## src/design/lsra_pkg.sv

```systemverilog
// ----------------------------------------------------------------------------
// lsra_pkg
// Shared widths, packing layout and reset constants for the linear scan
// register allocator.
// ----------------------------------------------------------------------------
package lsra_pkg;

    localparam int ID_W      = 16;
    localparam int POS_W     = 16;
    localparam int CFG_W     = 4;
    localparam int RIDX_W    = 3;
    localparam int FREED_W   = 8;

    localparam int IN_W      = 48;
    localparam int OUT_USED  = ID_W + 1 + RIDX_W + 1 + ID_W + FREED_W;
    localparam int OUT_W     = ((OUT_USED + 7) / 8) * 8;
    localparam int OUT_PAD_W = OUT_W - OUT_USED;

    localparam logic [CFG_W-1:0] REGS_EN_RESET = CFG_W'(8);

endpackage

```

## src/design/lsra_max_tree.sv

```systemverilog
// ----------------------------------------------------------------------------
// lsra_max_tree
// Balanced compare tree that finds the candidate register with the greatest
// holder end, the lowest index winning ties.
// ----------------------------------------------------------------------------
module lsra_max_tree import lsra_pkg::*; #(
    parameter int N     = 8,
    parameter int IDX_W = 3
) (
    input  logic [N-1:0]     i_cand,
    input  logic [POS_W-1:0] i_end [N],
    output logic             o_found,
    output logic [IDX_W-1:0] o_idx
);

    localparam int LVLS  = $clog2(N);
    localparam int P     = 1 << LVLS;
    localparam int NODES = 2 * P - 1;

    logic             node_v [NODES];
    logic [POS_W-1:0] node_e [NODES];
    logic [IDX_W-1:0] node_i [NODES];

    genvar k;
    generate
        for (k = 0; k < P; k++) begin : g_leaf
            if (k < N) begin : g_used
                assign node_v[P-1+k] = i_cand[k];
                assign node_e[P-1+k] = i_end[k];
                assign node_i[P-1+k] = IDX_W'(k);
            end else begin : g_pad
                assign node_v[P-1+k] = 1'b0;
                assign node_e[P-1+k] = '0;
                assign node_i[P-1+k] = '0;
            end
        end

        for (k = 0; k < P - 1; k++) begin : g_node
            logic pick_r;
            assign pick_r = node_v[2*k+2] &&
                            (!node_v[2*k+1] || (node_e[2*k+2] > node_e[2*k+1]));
            assign node_v[k] = node_v[2*k+1] || node_v[2*k+2];
            assign node_e[k] = pick_r ? node_e[2*k+2] : node_e[2*k+1];
            assign node_i[k] = pick_r ? node_i[2*k+2] : node_i[2*k+1];
        end
    endgenerate

    assign o_found = node_v[0];
    assign o_idx   = node_i[0];

endmodule

```

## src/design/linear_scan_register_allocator.sv

```systemverilog
// ----------------------------------------------------------------------------
// linear_scan_register_allocator
// Assigns physical registers to live intervals in start order, expiring,
// allocating and spilling in one pass per interval.
// ----------------------------------------------------------------------------
// Usage:
//   Send one live interval per transaction on s_axis: tdata carries id,
//   start and end; tlast marks the last interval of a set, after which all
//   registers are released. Each interval yields one result on m_axis.
//   The cfg channel writes the number of usable registers (reset 8); write
//   it only while no interval is in flight. cfg_ready is always high.
//   An accepted interval passes the input register and then the result
//   register before it shows on m_axis. One interval is taken every cycle
//   while the output does not stall: expiry compares, the free-register
//   priority encoder and the greatest-end compare tree sit between the input
//   register and the result register, and the register file updates in the
//   same cycle, so the next interval sees it at once.
//   Reset: synchronous, active low; all registers free, both stages empty.
//   Stall: a held result waits in the result register while the input
//   register still accepts one more interval; s_axis_tready drops only when
//   both are full and m_axis_tready is low.
// ----------------------------------------------------------------------------
module linear_scan_register_allocator import lsra_pkg::*; #(
    parameter int NUM_REGS = 8
) (
    input  logic             i_clk,
    input  logic             i_rst_n,
    input  logic             s_axis_tvalid,
    output logic             s_axis_tready,
    // [15:0] interval_id, [31:16] start_pos, [47:32] end_pos
    input  logic [IN_W-1:0]  s_axis_tdata,
    input  logic             s_axis_tlast,
    output logic             m_axis_tvalid,
    input  logic             m_axis_tready,
    // [15:0] interval_echo, [16] got_register, [19:17] register_index,
    // [20] spill_valid, [36:21] spill_id, [44:37] freed_mask, [47:45] zero
    output logic [OUT_W-1:0] m_axis_tdata,
    input  logic             i_cfg_valid,
    output logic             o_cfg_ready,
    input  logic [CFG_W-1:0] i_cfg_data
);

    localparam int IDX_W = (NUM_REGS > 1) ? $clog2(NUM_REGS) : 1;
    localparam int PAD_W = (NUM_REGS > FREED_W) ? NUM_REGS : FREED_W;

    logic                r_in_valid;
    logic [ID_W-1:0]     r_in_id;
    logic [POS_W-1:0]    r_in_start;
    logic [POS_W-1:0]    r_in_end;
    logic                r_in_last;
    logic                r_out_valid;
    logic [OUT_W-1:0]    r_out_data;
    logic [NUM_REGS-1:0] r_busy;
    logic [ID_W-1:0]     r_hold_id  [NUM_REGS];
    logic [POS_W-1:0]    r_hold_end [NUM_REGS];
    logic [CFG_W-1:0]    r_regs_en;

    logic [NUM_REGS-1:0] n_busy;
    logic [OUT_W-1:0]    n_out_data;

    logic [NUM_REGS-1:0] expired;
    logic [NUM_REGS-1:0] busy_exp;
    logic [NUM_REGS-1:0] enabled;
    logic [NUM_REGS-1:0] cand;
    logic [PAD_W-1:0]    expired_pad;
    logic                free_found;
    logic [IDX_W-1:0]    free_idx;
    logic                victim_found;
    logic [IDX_W-1:0]    victim_idx;
    logic                evict;
    logic                got;
    logic [IDX_W-1:0]    alloc_idx;
    logic [ID_W-1:0]     spill_id;
    logic                move;

    assign move          = r_in_valid && (!r_out_valid || m_axis_tready);
    assign s_axis_tready = !r_in_valid || move;
    assign m_axis_tvalid = r_out_valid;
    assign m_axis_tdata  = r_out_data;
    assign o_cfg_ready   = 1'b1;

    always_comb begin
        for (int r = 0; r < NUM_REGS; r++) begin
            expired[r]  = r_busy[r] && (r_hold_end[r] < r_in_start);
            busy_exp[r] = r_busy[r] && !expired[r];
            enabled[r]  = 6'(r) < {2'b00, r_regs_en};
            cand[r]     = busy_exp[r] && enabled[r];
        end
    end

    always_comb begin
        free_found = 1'b0;
        free_idx   = '0;
        for (int r = NUM_REGS - 1; r >= 0; r--) begin
            if (enabled[r] && !busy_exp[r]) begin
                free_found = 1'b1;
                free_idx   = IDX_W'(r);
            end
        end
    end

    lsra_max_tree #(
        .N     (NUM_REGS),
        .IDX_W (IDX_W)
    ) u_max_tree (
        .i_cand  (cand),
        .i_end   (r_hold_end),
        .o_found (victim_found),
        .o_idx   (victim_idx)
    );

    assign evict       = !free_found && victim_found &&
                         (r_hold_end[victim_idx] > r_in_end);
    assign got         = free_found || evict;
    assign alloc_idx   = free_found ? free_idx : victim_idx;
    assign spill_id    = evict ? r_hold_id[victim_idx] : r_in_id;
    assign expired_pad = PAD_W'(expired);

    always_comb begin
        n_out_data = {
            {OUT_PAD_W{1'b0}},
            expired_pad[FREED_W-1:0],
            free_found ? {ID_W{1'b0}} : spill_id,
            !free_found,
            got ? RIDX_W'(alloc_idx) : {RIDX_W{1'b0}},
            got,
            r_in_id
        };
        n_busy = busy_exp;
        if (got) begin
            n_busy = busy_exp | (NUM_REGS'(1) << alloc_idx);
        end
        if (r_in_last) begin
            n_busy = '0;
        end
    end

    always_ff @(posedge i_clk) begin
        if (!i_rst_n) begin
            r_in_valid  <= 1'b0;
            r_out_valid <= 1'b0;
            r_busy      <= '0;
            r_regs_en   <= REGS_EN_RESET;
        end else begin
            if (s_axis_tready) begin
                r_in_valid <= s_axis_tvalid;
            end
            if (move) begin
                r_out_valid <= 1'b1;
                r_busy      <= n_busy;
            end else if (m_axis_tready) begin
                r_out_valid <= 1'b0;
            end
            if (i_cfg_valid) begin
                r_regs_en <= i_cfg_data;
            end
        end
    end

    always_ff @(posedge i_clk) begin
        if (s_axis_tready && s_axis_tvalid) begin
            r_in_id    <= s_axis_tdata[ID_W-1:0];
            r_in_start <= s_axis_tdata[ID_W+POS_W-1:ID_W];
            r_in_end   <= s_axis_tdata[ID_W+2*POS_W-1:ID_W+POS_W];
            r_in_last  <= s_axis_tlast;
        end
        if (move) begin
            r_out_data <= n_out_data;
        end
        if (move && got) begin
            r_hold_id[alloc_idx]  <= r_in_id;
            r_hold_end[alloc_idx] <= r_in_end;
        end
    end

endmodule

```

## config.mk

```make
export PLATFORM = sky130hd
export DESIGN_NAME = linear_scan_register_allocator
export DESIGN_NICKNAME = d
export VERILOG_FILES = /design/src/design/lsra_pkg.sv /design/src/design/lsra_max_tree.sv /design/src/design/linear_scan_register_allocator.sv
export SDC_FILE = /design/constraint.sdc
export NUM_CORES = 1
export LEC_CHECK = 0
export BUFFER_PORTS_ARGS = -buffer_cell sky130_fd_sc_hd__buf_2
export CORE_MARGIN = 10
export CORE_UTILIZATION = 36
export CTS_CLUSTER_SIZE = 30
export DETAILED_ROUTE_END_ITERATION = 12
export GPL_TIMING_DRIVEN = 0
export SLEW_MARGIN = 20
export SYNTH_ARGS = -nofsm -noshare
export SYNTH_HDL_FRONTEND = slang
export SYNTH_HIERARCHICAL = 1
export SYNTH_SLANG_ARGS = --single-unit
```

## constraint.sdc

```tcl
create_clock -name i_clk -period 39.5 [get_ports i_clk]
set_clock_uncertainty 0.1 [all_clocks]
set_input_delay 7.9 -clock i_clk [delete_from_list [all_inputs] [get_ports i_clk]]
set_output_delay 7.9 -clock i_clk [all_outputs]
set_load 0.1 [all_outputs]
```

# Word level (Yosys, flattened, before mapping)
# Memories as Yosys holds them, arrays and structs flattened.
# Cells that the tools add are included.
[word_totals]
ff_bits = 236
mem_bits_rw = 128
word_cells = 183
memories = 1
[classes]
order_cmp = 27
n_shift = 1
mux = 43
bitwise = 3
n_reduce_logical = 89
[memory_table]
columns = ["name", "words", "word_bits", "read_ports", "rd_ports_with_merged_regs", "write_ports", "line", "rtl"]
rows = [
  ["r_hold_id", 8, 16, 1, 0, 1, "linear_scan_register_allocator.sv:54", "logic [ID_W-1:0] r_hold_id [NUM_REGS];"],
]
[ops]
columns = ["op", "n"]
rows = [
  ["$mux 16", 10],
  ["$bwmux 128", 1],
  ["$gt 16x16->1", 8],
  ["$lt 16x16->1", 8],
  ["$bmux 16 s3", 1],
  ["$demux 16 s3", 1],
  ["$logic_and 1x1->1", 45],
  ["$mux 3", 10],
  ["$logic_not 1->1", 26],
  ["$logic_or 1x1->1", 17],
  ["$lt 3x4->1 const A", 4],
  ["$mux 1", 16],
  ["$mux 8", 2],
  ["$ge 4x4->1 const B", 2],
  ["$lt 1x4->1 const A", 2],
  ["$lt 2x4->1 const A", 2],
  ["$not 3->4", 2],
  ["$or 8x8->8", 1],
  ["$shl 1x3->8 const A", 1],
  ["$lt 4x1->1 const B", 1],
  ["$mux 2", 2],
  ["$reduce_bool 2->1", 1],
]

# Longest topological paths before layout
[depth]
word_depth = 27
depth_mapped = 49
depth_no_buf = 41

# By module
# Netlist, hierarchy kept.
[modules_own_cells]
columns = ["mod", "n_inst", "cells_per_inst", "area_each_um2", "seq_area_each_um2"]
rows = [
  ["linear_scan_register_allocator", 1, 1110, 16843.7, 10790.3],
  ["lsra_max_tree", 1, 508, 3957.5, 0.0],
]

# Worst setup path after synthesis
# OpenSTA, ideal clock, no wires.
[synth_path]
kind = "in2out"
startpoint = "input m_axis_tready"
endpoint = "output s_axis_tready"
arrival_ns = 8.660
path_slack_ns = 22.840
path_stages = 2
path_cell_list = "nor2b_1 nand2_1"
[synth_via]
elab_chain_cells = 3
[synth_rtl]
columns = ["item", "line", "rtl"]
rows = [
  ["start: declaration", "linear_scan_register_allocator.sv:34", "input logic m_axis_tready,"],
  ["$logic_or 1x1->1", "linear_scan_register_allocator.sv:76", "assign move = r_in_valid && (!r_out_valid || m_axis_tready);"],
  ["$logic_and 1x1->1", "linear_scan_register_allocator.sv:76", ""],
  ["$logic_or 1x1->1", "linear_scan_register_allocator.sv:77", "assign s_axis_tready = !r_in_valid || move;"],
  ["end: declaration", "linear_scan_register_allocator.sv:29", "output logic s_axis_tready,"],
]
# Every way passes these cells.

# Worst setup path in the final report
# Same ends and word-level chain as after synthesis.

==> flow_summary.yaml <==
status:
  status: "complete, no violations"
drt:
  viasPerCell: 5.47
  drcViolationCount: 0
  drtIter0Drc: 1176
  routed_wl_um: 61700
  ant_nets: 0
  routed-via-count: 14174
  first_pass_iters: 5
  post_drt_wl_per_cell_um: 23.8
timing:
  worst_slew_pin_slew_ns: 1.01
  rsz0062_at_grt: "false"
  finalSetupViolations: 0
  finalMaxSlewViolations: 0
  min_period_over_period: 0.420
  fin_crit_ns: 16.61
  final_hold_viol_count: 0
  setup_ws_ns: 22.89
  tns_ns: 0
  max_freq_ghz: 0.0602
  slew_headroom: 0.328
worst_setup_path:
  worstSetupStartpointType: "input pin"
  cp_max_fo: 4
  cpMaxStageDelayCell: "buf_2"
  max_stage_delay_ns: 0.30
  criticalPathCategory: "in -> out"
  path_cells: "buf_2 -> nor2b_1 -> nand2_1 -> buf_2"
  endpoint_kind: "primary output"
  cp_common_cell: "buf_2"
  crit_required_ns: 31.50
  arrival_ns: 8.61
global_routing:
  antenna_found_initial: 0
  grt.total_usage: 0.180
  grt_max_degree: 35
  grt_pass1_vias: 14221
  grt_overflow: 0
  grt_pass1_wl_um: 91200
logic_synthesis:
  synth_simple_gate_area_frac: 0.0810
  yosys_warnings: 6
  async_flop_share: 0
  synthTopCellsByArea: "edfxtp_1 (51%), ha_1 (15%), mux4_2 (6.9%)"
  ys_seq_area_frac: 0.519
  synth_seq_cells: 364
  yosys-top-cells-count: "edfxtp_1 (350), ha_1 (248), inv_1 (152), nand2_1 (148), a21oi_1 (117)"
  syn_area_mm2: 0.0208
  synth_area_leader_cell: "edfxtp_1"
  synth_compound_area_frac: 0.0918
  postSynthAreaPerCell_um2: 12.9
  synth.most_common_cell: "edfxtp_1"
  synth_edf_count: 350
  synthAdderAreaFrac: 0.149
  synthXorXnorAreaFrac: 0
  netlist_instances: 1618
  synthMuxAreaShare: 0.120
  synth_cell_types: 76
  synth_top_family_by_area: "adder cells"
  ys.flop_type: "edfxtp_1"
  synth_top_area_share: 0.505
clock_tree:
  cts_tree: "built"
  clk_pin_slew_worst_paths_ns: 0.06
  ctsRootBufferMaster: "clkbuf_16"
  cts_buffer_depth: 3
  hold_buffers: 0
  cts_resized: 0
  cts_max_level: 2
  numCtsBuffers: 41
  cts_sinks: 364
  post_cts_buffers: 0
  clk_latency_ns: 0.59
finish:
  finish.utilization: 0.418
  layout-drive-gt1-share: 0.171
  fillers: 5346
  area_growth_pct: 15.4
  final_nets: 2102
  antennaDiodeCount: 0
flow_run:
  maxCapViolations: 0
floorplan:
  rows: 88
  core_area_mm2: 0.0575
  die_h_um: 260
  die_x_um: 260
  ios: 109
  initial_core_util: 0.362
  die_area_mm2: 0.0678
power_and_ir_drop:
  irDropWorstVdd_mv: 0.0269
  cellLeakagePower_nw: 9.30
  power.density_mw_per_mm2: 37.5
min_path:
  worstHoldPathType: "reg -> reg"
placed_design:
  gp_congestion: 0.910
  portBuffers: 103
  dp_slack_ns: 22.89
  dp_hpwl_um: 47300
power by group:
part	switching (W)	internal (W)	leakage, nW	total [W]
clock network	0.000163	0.000227	0.661	0.000390
logic	0.0000481	0.0000221	5.30	0.0000703
registers	0.00000876	0.000432	3.34	0.000441
worst paths after layout:
| kind | from | to | slack [ns] | cells after the start |
|---|---|---|---|---|
| setup / recovery | m_axis_tready | s_axis_tready | 22.89 | 4 |
| hold / removal | r_busy[7]$_SDFFE_PN0P_ | r_busy[7]$_SDFFE_PN0P_ | 0.38 | 2 |
| setup reg to reg | r_in_start[2]$_DFFE_PP_ | r_hold_end[112]$_DFFE_PP_ | 24.03 | 47 |
| hold reg to reg | r_busy[7]$_SDFFE_PN0P_ | r_busy[7]$_SDFFE_PN0P_ | 0.38 | 2 |
routing by layer:
| layer | vias up | global-route usage | wire (um) | share of wire |
|---|---|---|---|---|
| met5 | - | 0 | 0 | 0 |
| met4 | 0 | 0.0667 | 2180 | 0.035 |
| met3 | 99 | 0.0241 | 2900 | 0.047 |
| met2 | 448 | 0.295 | 29300 | 0.47 |
| met1 | 7061 | 0.239 | 27400 | 0.44 |
| li1 | 6566 | - | - | - |
critical path, delay by kind of cell:
| family | cells | cell delay [ns] |
|---|---|---|
| AND/OR/NAND/NOR | 2 | 0.30 |
| buffers and inverters | 2 | 0.39 |
through the flow:
step                hold WS (ns)  total power, W  instances  instance area (um^2)
floorplan                  0.337        0.000492       1620                 20800
global placement           0.369        0.000516       2488                 22300
detailed placement         0.380        0.000518       2518                 22600
CTS                        0.389        0.000908       2592                 24000
global route               0.402        0.000931       2592                 24000
finish                     0.385        0.000901       2592                 24000
final cells by class:
cell class	count	area (um^2)	share of cell area
buffer	44	240	0.0100
multi-input combinational	1059	9240	0.385
inverter	153	574	0.0239
clock buffer	48	1050	0.0438
clock inverter	26	324	0.0135
sequential	364	10800	0.450
timing repair buffer	133	826	0.0344
tap	765	957	0.0399
logic make-up after synthesis:
group                    count (synthesis)
flip-flops                             364
AND/OR/NAND/NOR                        352
AO/OA/AOI/OAI                          288
adder cells (fa/ha/maj)                248
buffers and inverters                  197
multiplexers                           167
other                                    2
registers in the layout, summed over array words and instances, names as in the netlist:
register	count
r_busy	8
r_in_id	16
r_hold_id	128
r_hold_end	128
r_regs_en	4
m_axis_tdata	45
r_in_last	1
r_in_end	16
r_in_start	16
r_in_valid	1
m_axis_tvalid	1
placed cells by master, fill, tap and decap left out, types with 9 or more instances in the layout:
master,count
o21ai_0,40
clkbuf_16,41
edfxtp_1,350
a21oi_1,117
clkbuf_1,28
nand2b_1,13
a21o_1,18
a2111oi_0,9
nand4_1,36
mux2i_1,87
nand2_1,148
dfxtp_1,14
ha_1,248
buf_6,10
buf_4,26
inv_1,151
mux4_2,64
o211ai_1,10
buf_2,108
a211oi_1,10
and2_1,12
nand3_1,18
nor2_1,60
nor2b_1,13
Power figures use the tool's default switching activity.
